`src/hdl/mshw_pkg.sv`:
```
// shared types, constants and field offsets of the heartbeat watchdog
// no dependencies; imported by every module of the block and by the checker
`default_nettype none

package mshw_pkg;

  // field widths of one request and one result
  localparam int unsigned ReqW      = 2;
  localparam int unsigned SvcW      = 8;
  localparam int unsigned TimeW     = 64;
  localparam int unsigned MaskW     = 8;
  localparam int unsigned DeadlineW = 32;

  // largest service count the masks can carry, and the default
  localparam int unsigned MaxServices     = 8;
  localparam int unsigned ServiceCountDef = 8;

  // deadline after reset, in ms
  localparam logic [DeadlineW-1:0] DeadlineRst = 32'd1000;

  // request queue between front and back, power of two
  localparam int unsigned QueueDepth = 2;

  // input tdata: service_index then now_ms
  localparam int unsigned InSvcLo   = 0;
  localparam int unsigned InTimeLo  = InSvcLo + SvcW;
  localparam int unsigned InDataW   = ((InTimeLo + TimeW + 7) / 8) * 8;

  // output tdata: stale_mask, fault_flag, received_mask, heartbeat_taken, evaluation_time
  localparam int unsigned OutStaleLo  = 0;
  localparam int unsigned OutFaultBit = OutStaleLo + MaskW;
  localparam int unsigned OutRecvLo   = OutFaultBit + 1;
  localparam int unsigned OutTakenBit = OutRecvLo + MaskW;
  localparam int unsigned OutTimeLo   = OutTakenBit + 1;
  localparam int unsigned OutUsedW    = OutTimeLo + TimeW;
  localparam int unsigned OutDataW    = ((OutUsedW + 7) / 8) * 8;

  // request codes
  typedef enum logic [ReqW-1:0] {
    REQ_INIT = 2'd0,
    REQ_BEAT = 2'd1,
    REQ_EVAL = 2'd2,
    REQ_NONE = 2'd3
  } req_e;

  // one classified request as it waits in the queue
  typedef struct packed {
    req_e             kind;
    logic             svc_ok;
    logic [SvcW-1:0]  svc;
    logic [TimeW-1:0] now;
  } req_t;

  // one result item
  typedef struct packed {
    logic [TimeW-1:0] eval_time;
    logic             taken;
    logic [MaskW-1:0] recv;
    logic             fault;
    logic [MaskW-1:0] stale;
  } result_t;

endpackage

`default_nettype wire

```
`src/hdl/multi_service_heartbeat_watchdog_core.sv`:
```
// top level of the multi-service heartbeat watchdog: ports, deadline register,
// front end and back end; depends on mshw_pkg, mshw_front, mshw_back
//
//   channel   dir  handshake                   payload
//   s_axis    in   s_axis_tvalid/tready        tuser req_type, tdata request fields
//   m_axis    out  m_axis_tvalid/tready        tdata result fields
//   cfg       in   cfg_we_i                    cfg_wdata_i deadline_limit
//
// the back end serves init, heartbeat and unused codes in idle; evaluate runs one stamp
// compare per cycle on the shared 65-bit subtractor, the last held until output frees.
// a two-entry request queue sits in front of the back end, so input is taken
// while the back end works or while a result waits in the output register.
// reset clears all stamps, marks and the evaluation time and sets the deadline to 1000;
// there is no clearing pass.
`default_nettype none

module multi_service_heartbeat_watchdog_core
  import mshw_pkg::*;
#(
  parameter int unsigned SERVICE_COUNT = ServiceCountDef
) (
  input  wire logic                 clk_i,
  input  wire logic                 rst_ni,
  input  wire logic                 s_axis_tvalid,
  output logic                      s_axis_tready,
  // service_index [7:0], now_ms [71:8]
  input  wire logic [InDataW-1:0]   s_axis_tdata,
  // req_type [1:0]
  input  wire logic [ReqW-1:0]      s_axis_tuser,
  output logic                      m_axis_tvalid,
  input  wire logic                 m_axis_tready,
  // stale_mask [7:0], fault_flag [8], received_mask [16:9],
  // heartbeat_taken [17], evaluation_time [81:18], zero [87:82]
  output logic [OutDataW-1:0]       m_axis_tdata,
  input  wire logic                 cfg_we_i,
  input  wire logic [DeadlineW-1:0] cfg_wdata_i
);

  logic [DeadlineW-1:0] deadline_q;
  logic                 head_valid;
  req_t                 head;
  logic                 pop;
  result_t              result;

  // deadline register
  always_ff @(posedge clk_i or negedge rst_ni) begin
    if (!rst_ni) begin
      deadline_q <= DeadlineRst;
    end else if (cfg_we_i) begin
      deadline_q <= cfg_wdata_i;
    end
  end

  mshw_front #(
    .SERVICE_COUNT (SERVICE_COUNT)
  ) u_front (
    .clk_i           (clk_i),
    .rst_ni          (rst_ni),
    .in_valid_i      (s_axis_tvalid),
    .in_ready_o      (s_axis_tready),
    .req_type_i      (s_axis_tuser),
    .service_index_i (s_axis_tdata[InSvcLo +: SvcW]),
    .now_ms_i        (s_axis_tdata[InTimeLo +: TimeW]),
    .head_valid_o    (head_valid),
    .head_o          (head),
    .pop_i           (pop)
  );

  mshw_back #(
    .SERVICE_COUNT (SERVICE_COUNT)
  ) u_back (
    .clk_i        (clk_i),
    .rst_ni       (rst_ni),
    .deadline_i   (deadline_q),
    .head_valid_i (head_valid),
    .head_i       (head),
    .pop_o        (pop),
    .out_valid_o  (m_axis_tvalid),
    .out_ready_i  (m_axis_tready),
    .out_o        (result)
  );

  // pack the result item
  always_comb begin
    m_axis_tdata                         = '0;
    m_axis_tdata[OutStaleLo +: MaskW]    = result.stale;
    m_axis_tdata[OutFaultBit]            = result.fault;
    m_axis_tdata[OutRecvLo +: MaskW]     = result.recv;
    m_axis_tdata[OutTakenBit]            = result.taken;
    m_axis_tdata[OutTimeLo +: TimeW]     = result.eval_time;
  end

endmodule

`default_nettype wire

```
`src/hdl/mshw_front.sv`:
```
// request front end: takes items, classifies them and queues them for the back end
// depends on mshw_pkg
`default_nettype none

module mshw_front
  import mshw_pkg::*;
#(
  parameter int unsigned SERVICE_COUNT = ServiceCountDef
) (
  input  wire logic             clk_i,
  input  wire logic             rst_ni,
  input  wire logic             in_valid_i,
  output logic                  in_ready_o,
  input  wire logic [ReqW-1:0]  req_type_i,
  input  wire logic [SvcW-1:0]  service_index_i,
  input  wire logic [TimeW-1:0] now_ms_i,
  output logic                  head_valid_o,
  output req_t                  head_o,
  input  wire logic             pop_i
);

  localparam int unsigned PtrW = (QueueDepth > 1) ? $clog2(QueueDepth) : 1;
  localparam int unsigned CntW = $clog2(QueueDepth + 1);

  req_t            queue_q [QueueDepth];
  logic [PtrW-1:0] wr_ptr_q, wr_ptr_d;
  logic [PtrW-1:0] rd_ptr_q, rd_ptr_d;
  logic [CntW-1:0] cnt_q, cnt_d;
  req_t            entry;
  logic            push;
  logic            pop;

  // classify the incoming request
  always_comb begin
    entry.kind   = req_e'(req_type_i);
    entry.svc_ok = ({1'b0, service_index_i} < (SvcW + 1)'(SERVICE_COUNT));
    entry.svc    = service_index_i;
    entry.now    = now_ms_i;
  end

  assign in_ready_o   = (cnt_q < CntW'(QueueDepth));
  assign head_valid_o = (cnt_q != '0);
  assign head_o       = queue_q[rd_ptr_q];
  assign push         = in_valid_i && in_ready_o;
  assign pop          = pop_i && head_valid_o;

  // queue pointers and fill count
  always_comb begin
    wr_ptr_d = wr_ptr_q;
    rd_ptr_d = rd_ptr_q;
    cnt_d    = cnt_q;
    if (push) begin
      wr_ptr_d = wr_ptr_q + 1'b1;
    end
    if (pop) begin
      rd_ptr_d = rd_ptr_q + 1'b1;
    end
    if (push && !pop) begin
      cnt_d = cnt_q + 1'b1;
    end else if (pop && !push) begin
      cnt_d = cnt_q - 1'b1;
    end
  end

  always_ff @(posedge clk_i or negedge rst_ni) begin
    if (!rst_ni) begin
      wr_ptr_q <= '0;
      rd_ptr_q <= '0;
      cnt_q    <= '0;
    end else begin
      wr_ptr_q <= wr_ptr_d;
      rd_ptr_q <= rd_ptr_d;
      cnt_q    <= cnt_d;
    end
  end

  // queue storage
  always_ff @(posedge clk_i) begin
    if (push) begin
      queue_q[wr_ptr_q] <= entry;
    end
  end

endmodule

`default_nettype wire

```
`src/hdl/mshw_back.sv`:
```
// request back end: keeps the service stamps and marks, runs init, heartbeat and
// evaluate, and holds the result in an output register; depends on mshw_pkg
`default_nettype none

module mshw_back
  import mshw_pkg::*;
#(
  parameter int unsigned SERVICE_COUNT = ServiceCountDef
) (
  input  wire logic                 clk_i,
  input  wire logic                 rst_ni,
  input  wire logic [DeadlineW-1:0] deadline_i,
  input  wire logic                 head_valid_i,
  input  wire req_t                 head_i,
  output logic                      pop_o,
  output logic                      out_valid_o,
  input  wire logic                 out_ready_i,
  output result_t                   out_o
);

  localparam int unsigned IdxW = (SERVICE_COUNT > 1) ? $clog2(SERVICE_COUNT) : 1;

  typedef enum logic [1:0] {
    S_IDLE = 2'b01,
    S_EVAL = 2'b10
  } state_e;

  state_e                   state_q, state_d;
  logic [IdxW-1:0]          cnt_q, cnt_d;
  logic [SERVICE_COUNT-1:0] mask_q, mask_d;
  logic [TimeW-1:0]         eval_now_q, eval_now_d;
  logic [TimeW-1:0]         stamp_q [SERVICE_COUNT];
  logic [TimeW-1:0]         stamp_d [SERVICE_COUNT];
  logic [SERVICE_COUNT-1:0] recv_q, recv_d;
  logic [SERVICE_COUNT-1:0] stale_q, stale_d;
  logic                     fault_q, fault_d;
  logic [TimeW-1:0]         eval_time_q, eval_time_d;
  logic                     out_valid_q, out_valid_d;
  result_t                  out_q, out_d;

  logic                     slot_free;
  logic [IdxW-1:0]          rd_idx;
  logic [TimeW-1:0]         cur_now;
  logic [TimeW-1:0]         last;
  logic [TimeW:0]           diff;
  logic                     behind;
  logic                     beat_ok;
  logic                     stale_cur;
  logic                     load;
  logic                     taken;

  assign slot_free = !out_valid_q || out_ready_i;

  // one shared stamp read and 65-bit subtract, for heartbeat and for evaluate
  assign rd_idx    = (state_q == S_EVAL) ? cnt_q : head_i.svc[IdxW-1:0];
  assign cur_now   = (state_q == S_EVAL) ? eval_now_q : head_i.now;
  assign last      = stamp_q[rd_idx];
  assign diff      = {cur_now[TimeW-1], cur_now} - {last[TimeW-1], last};
  assign behind    = diff[TimeW];
  assign beat_ok   = head_i.svc_ok && !head_i.now[TimeW-1] && !behind;
  assign stale_cur = last[TimeW-1] || behind ||
                     (diff[TimeW-1:0] > {{(TimeW-DeadlineW){1'b0}}, deadline_i});

  // request sequencer
  always_comb begin
    state_d     = state_q;
    cnt_d       = cnt_q;
    mask_d      = mask_q;
    eval_now_d  = eval_now_q;
    stamp_d     = stamp_q;
    recv_d      = recv_q;
    stale_d     = stale_q;
    fault_d     = fault_q;
    eval_time_d = eval_time_q;
    pop_o       = 1'b0;
    load        = 1'b0;
    taken       = 1'b0;
    case (state_q)
      S_IDLE: begin
        if (head_valid_i && slot_free) begin
          pop_o = 1'b1;
          case (head_i.kind)
            REQ_INIT: begin
              for (int i = 0; i < SERVICE_COUNT; i++) begin
                stamp_d[i] = head_i.now;
              end
              recv_d      = '0;
              stale_d     = '0;
              fault_d     = 1'b0;
              eval_time_d = head_i.now;
              load        = 1'b1;
            end
            REQ_BEAT: begin
              if (beat_ok) begin
                stamp_d[rd_idx] = head_i.now;
                recv_d[rd_idx]  = 1'b1;
                taken           = 1'b1;
              end
              load = 1'b1;
            end
            REQ_EVAL: begin
              eval_now_d = head_i.now;
              cnt_d      = '0;
              mask_d     = '0;
              state_d    = S_EVAL;
            end
            default: begin
              load = 1'b1;
            end
          endcase
        end
      end
      S_EVAL: begin
        // one service per cycle; the last one holds until the result slot is free
        mask_d[cnt_q] = stale_cur;
        if (cnt_q == IdxW'(SERVICE_COUNT - 1)) begin
          if (slot_free) begin
            stale_d     = mask_d;
            fault_d     = (mask_d != '0);
            eval_time_d = eval_now_q;
            load        = 1'b1;
            state_d     = S_IDLE;
          end
        end else begin
          cnt_d = cnt_q + 1'b1;
        end
      end
      default: begin
        state_d = S_IDLE;
      end
    endcase
  end

  // result register
  always_comb begin
    out_d       = out_q;
    out_valid_d = out_valid_q;
    if (load) begin
      out_d.stale = '0;
      out_d.recv  = '0;
      for (int i = 0; i < SERVICE_COUNT; i++) begin
        out_d.stale[i] = stale_d[i];
        out_d.recv[i]  = recv_d[i];
      end
      out_d.fault     = fault_d;
      out_d.taken     = taken;
      out_d.eval_time = eval_time_d;
      out_valid_d     = 1'b1;
    end else if (out_ready_i) begin
      out_valid_d = 1'b0;
    end
  end

  always_ff @(posedge clk_i or negedge rst_ni) begin
    if (!rst_ni) begin
      state_q     <= S_IDLE;
      cnt_q       <= '0;
      recv_q      <= '0;
      stale_q     <= '0;
      fault_q     <= 1'b0;
      eval_time_q <= '0;
      out_valid_q <= 1'b0;
      for (int i = 0; i < SERVICE_COUNT; i++) begin
        stamp_q[i] <= '0;
      end
    end else begin
      state_q     <= state_d;
      cnt_q       <= cnt_d;
      recv_q      <= recv_d;
      stale_q     <= stale_d;
      fault_q     <= fault_d;
      eval_time_q <= eval_time_d;
      out_valid_q <= out_valid_d;
      stamp_q     <= stamp_d;
    end
  end

  // payload registers
  always_ff @(posedge clk_i) begin
    mask_q     <= mask_d;
    eval_now_q <= eval_now_d;
    out_q      <= out_d;
  end

  assign out_valid_o = out_valid_q;
  assign out_o       = out_q;

endmodule

`default_nettype wire

```
`config.mk`:
```
export PLATFORM = sky130hd
export DESIGN_NAME = multi_service_heartbeat_watchdog_core
export DESIGN_NICKNAME = d
export VERILOG_FILES = /design/src/hdl/mshw_pkg.sv /design/src/hdl/multi_service_heartbeat_watchdog_core.sv /design/src/hdl/mshw_front.sv /design/src/hdl/mshw_back.sv
export SDC_FILE = /design/constraint.sdc
export NUM_CORES = 1
export LEC_CHECK = 0
export ABC_AREA = 0
export BUFFER_PORTS_ARGS = -buffer_cell sky130_fd_sc_hd__buf_2
export CAP_MARGIN = 20
export CORE_MARGIN = 2
export CORE_UTILIZATION = 42
export DETAILED_ROUTE_END_ITERATION = 8
export PLACE_DENSITY_LB_ADDON = 0.3
export SLEW_MARGIN = 10
export SYNTH_ARGS = -nofsm -noshare
export SYNTH_HDL_FRONTEND = slang
export SYNTH_HIERARCHICAL = 1
export SYNTH_SLANG_ARGS = --single-unit
```
`constraint.sdc`:
```
create_clock -name clk_i -period 9 [get_ports clk_i]
set_input_delay 2.25 -clock clk_i [delete_from_list [all_inputs] [get_ports clk_i]]
set_output_delay 2.25 -clock clk_i [all_outputs]
set_load 0.01 [all_outputs]
```
==> Word level (Yosys, flattened, before mapping) <==
Memories as Yosys holds them, arrays and structs flattened.
Cells that the tools add are included.
{ "totals": {"ff_bits": 789, "ramBits": 150, "input_bits": 111, "output_inout_bits": 90, "wordCells": 146, "mem_count": 1} }
{ "op_classes": {"addsub": 6, "n_lt_le_gt_ge": 9, "eq_ne": 11, "n_mux": 60, "n_bitwise": 2, "n_reduce_logical": 31} }
{ "memory_table": {"columns": ["name", "words", "width", "rd", "rd_clocked_by_memory_dff", "wr", "line_no", "rtl"], "rows": [
  ["u_front.queue_q", 2, 75, 1, 0, 1, "mshw_front.sv:25", "req_t queue_q [QueueDepth];"]
]} }
{ "ops": {"columns": ["cell", "count"], "rows": [
  ["$pmux W512 S2", 1],
  ["$bwmux W512", 1],
  ["$mux W512", 1],
  ["$mux W64", 8],
  ["$bmux W64 S3", 1],
  ["$demux W64 S3", 1],
  ["$pmux W64 S2", 1],
  ["$mux W8", 9],
  ["$sub A64 B64 Y65", 1],
  ["$gt A64 B32 Y1", 1],
  ["$pmux W8 S2", 3],
  ["$mux W1", 17],
  ["$mux W2", 6],
  ["$mux W3", 4],
  ["$reduce_and A4 Y1", 3],
  ["$logic_and A1 B1 Y1", 10],
  ["$reduce_bool A2 Y1", 5],
  ["$reduce_and A3 Y1", 3],
  ["$bwmux W8", 1],
  ["$lt A3 B4 Y1 const B", 2],
  ["$lt A8 B4 Y1 const B", 1],
  ["$or A8 B8 Y8", 1],
  ["$reduce_bool A8 Y1", 1],
  ["$demux W1 S3", 2],
  ["other kinds (20)", 35]
]} }

==> Logic depth before layout (Yosys ltp) <==
{ "logic_depth": {"depth_word": 14, "ltp_mapped": 35, "ltp_nobuf": 32} }

==> Modules after synthesis <==
The synthesis kept the hierarchy.
{ "by_module_without_submodules": {"columns": ["module", "instances", "cells_each", "area_each_um2", "seq_area_each_um2"], "rows": [
  ["mshw_back", 1, 3001, 36334.8, 19615.1],
  ["mshw_front", 1, 252, 5770.5, 4604.4],
  ["multi_service_heartbeat_watchdog_core", 1, 75, 1401.3, 808.3]
]} }

==> Worst setup path after synthesis <==
Ideal clock, no wire load.
{ "synth_path": {"path_kind": "input to register", "from": "in m_axis_tready", "to": "reg u_back.out_q, in the netlist u_back/out_o[0] (enable)", "setup_time_ns": 0.644, "arrival_ns": 8.733, "t_required_ns": 8.356, "slack_ns": -0.377, "cell_stages": 3, "n_path_buf": 0, "cell_sequence": "nand2b_1 > nand3_1 > o31ai_1"} }
{ "synth_between": {"elab_chain_len": 4, "elab_cells_between_ends": 6} }
{ "synth_lines": {"columns": ["element", "line_no", "rtl"], "rows": [
  ["start: declaration", "multi_service_heartbeat_watchdog_core.sv:31", "input wire logic m_axis_tready,"],
  ["$logic_or A1 B1 Y1 *", "mshw_back.sv:52", "assign slot_free = !out_valid_q || out_ready_i;"],
  ["$mux W1 / $logic_and A1 B1 Y1 (equally long branches)", "mshw_back.sv:117, mshw_back.sv:80", null],
  ["$mux W1, on equally long branches", "mshw_back.sv:116, mshw_back.sv:80", null],
  ["$pmux W1 S2 *", "mshw_back.sv:78", "case (state_q)"],
  ["net u_back.load", "mshw_back.sv:49", "logic load;"],
  ["end signal: assignment", "mshw_back.sv:182", "out_q <= out_d;"],
  ["end: declaration", "mshw_back.sv:39", "result_t out_q, out_d;"]
]} }
Mark *: on every way through the listed nets, which the timed path passes. The rest lies on a longest branch.
A chain may end at the register's enable or synchronous reset.

==> run summary <==
The number of top-level design ports is 201, and the largest net degree at the start of global routing is 171. The upper clock frequency limit was 116 MHz; the leftover overflow at the end of global routing was 0. Max-cap violations in this run came to 0.

The HPWL after detailed placement was 79900 um. The logs give 117 for the cell row count and 3 for the maximum number of buffers from clock root to sink. The initial cell density of the core was 42.4%.

The kind of path behind the tightest hold check is reg2reg. The count of buffers added on input and output ports is 194. After layout, the worst path uses 95.4% of the clock period. Counting stages on the worst path, the most repeated cell is sky130_fd_sc_hd__or4_1. For the initial antenna violation count, the log shows 4. The startpoint class of the critical path is a flop. The count of cells along the worst hold path works out to 2. Setup repair after global routing left no endpoint under its margin. The synthesized netlist occupies a cell area of 43200 um2. Data on the critical path is required at its endpoint by 9410 ps.

The worst path meets setup with 410 ps of slack. Clock tree synthesis selected as its root buffer the cell sky130_fd_sc_hd__clkbuf_16. The count of pins over their slew limit is 0, and the net count reported at finish is 3675. At the pin with the least slew margin, the transition time is 1140 ps. The post-layout minimum cycle time was 8590 ps. The run gives 0 as the remaining design rule violation count. Setup violations remaining at the end of the flow were counted as 0. Before CTS, the worst setup slack after placement is -188 ps.

The worst pin sits at a relative slew slack of 24.1%. CTS built an H-tree with a depth of 3. The CTS clock-pin slew for the worst setup and hold paths was 60 ps.

The tools report the number of clock sinks as 929. The number of buffers inserted during clock tree synthesis was 100. The clock arrives with 43.1 ps of skew. The die width is 325 um. The critical path in this run is classified as reg2reg. The final number of hold-violating endpoints is 0, and the sum of routed wire length over all layers is 122000 um. Counting every instance in the synthesized netlist gives 3313. The routed wire length per instance works out to 24.9 um.

The most critical setup path has its startpoint at u_front/rd_ptr_q. The core area is 102000 um2, and the share of final-layout standard cells stronger than drive strength 1 is 33.2%. The worst setup path is captured at a flop. Worst-skew pair later-pin latency: 700 ps.

The logs give 6 for the yosys synthesis warning count and 0 for the count of antenna-violating nets left after detailed routing. The number of global-route vias before repair is 29200. The floorplan step defined a die boundary enclosing 105000 um2.

The detailed router finished its first iteration with 2909 violations. After filler insertion, the fill cell instance count of the layout stands at 9045. The mean area per synthesized cell is 13.0 um2. The worst register-to-register path has a setup slack of 410 ps. The worst hold path begins at u_back/stale_q[2].

The number of vias per cell is 5.86. Endpoint arrival time on the critical path: 9000 ps. In this design, the stage delay of the slowest critical-path cell is 620 ps. The number of cells on the worst reg-to-reg path is 28. In this run the worst path has a maximum fanout of 18.

The start of the worst register-to-register path was u_front/rd_ptr_q. The area growth from synthesis to layout is 13.9%. The tools report the global router's overall resource usage as 22.9%. TritonCTS built the clock tree. The run finished with clean final reports. The master of the slowest instance on the critical path was sky130_fd_sc_hd__or4b_2. The detailed router placed 28800 vias in this run.

Routability-driven placement finished with a final weighted congestion of 1.01. In this run the vertical extent of the chip is 325 um. The first-pass GRT wire length was 187000 um.

The first TritonRoute pass finished after 8 iterations.
cell type report:
cell class / instances / area [um2] / area share, %
clock inverters: 41 / 397 / 0.807
repair buffers: 291 / 1850 / 3.76
well taps: 1368 / 1710 / 3.48
inverters: 127 / 477 / 0.970
flip-flops and latches: 929 / 24700 / 50.3
clock buffers: 146 / 2920 / 5.95
multi-input cells: 2013 / 17000 / 34.7
diodes: 2 / 5.00 / 0.0102
cells in the final DEF, fill, tap and decap left out, drive strengths merged, types with 9 or more instances in the layout:
| cell type | n |
|---|---|
| inv | 131 |
| edfxtp | 294 |
| a22oi | 44 |
| mux2 | 676 |
| o21ai | 88 |
| xnor2 | 30 |
| o21a | 14 |
| ha | 101 |
| clkbuf | 146 |
| xor2 | 15 |
| a222oi | 64 |
| nand2 | 127 |
| dfrtp | 628 |
| nor4 | 13 |
| and2 | 9 |
| and4 | 9 |
| o211ai | 18 |
| nor2b | 15 |
| a211oi | 15 |
| nor3 | 21 |
| o31ai | 11 |
| a21o | 19 |
| o22ai | 217 |
| nand4 | 45 |
| clkinv | 27 |
| or4 | 54 |
| nor2 | 120 |
| mux2i | 13 |
| a21oi | 130 |
| buf | 291 |
| nand3 | 23 |
per-layer routing:
| layer | vias up | routed length (um) | global-route usage (%) |
|---|---|---|---|
| met2 | 983 | 57000 | 36.7 |
| met3 | 195 | 7750 | 3.69 |
| met5 | - | 23 | 0 |
| met4 | 4 | 3010 | 6.24 |
| li1 | 12800 | - | - |
| met1 | 14800 | 54600 | 32.4 |
final timing paths:
kind                                       end
max reg2reg                    u_back/out_o[4]
max in group asynchronous  u_back/stamp_q[202]
max                            u_back/out_o[4]
min in group asynchronous  u_back/stamp_q[103]
min                          u_back/stale_q[2]
min reg2reg                  u_back/stale_q[2]
repair_timing:
item	CTS	global route
endpoints found under the hold margin	0	0
pin swaps	0	1
endpoints found under the setup margin	9	26
resized for setup	2	23
hold buffers	0	0
buffers inserted	0	2
flip-flops by register name (all words and copies together) (netlist names):
name / count
u_back/mask_q: 8
u_back/eval_time_q: 64
deadline_q: 32
u_back/stale_q: 8
u_back/fault_q: 1
u_back/cnt_q: 3
u_back/recv_q: 8
u_back/out_valid_o: 1
u_back/state_q: 2
u_front/rd_ptr_q: 1
u_front/cnt_q: 2
u_front/queue_q: 140
u_back/out_o: 82
u_front/wr_ptr_q: 1
u_back/stamp_q: 512
u_back/eval_now_q: 64
through the flow:
stage	cell area, um2	TNS, ps	util [%]	std cells	hold WS, ps
2_1_floorplan	43200	0	-	3318	447
3_3_place_gp	45700	0	44.8	4726	466
3_5_place_dp	45700	-469	44.8	4726	478
4_1_cts	49000	0	48.1	4913	495
5_1_grt	49100	0	48.2	4915	515
6_report	49100	0	48.2	4917	494
critical path: cells and delay by family, from the launching register on:
kind / cells / cell delay, ps
xor+xnor: 1 / 100
compound gates: 9 / 1980
fa+ha+maj: 2 / 650
flops: 1 / 480
simple gates: 10 / 3440
buf+inv: 4 / 860
mux: 2 / 750
Power is not shown: default switching activity piles up to over one toggle a cycle in this logic, so the estimate is an artifact.
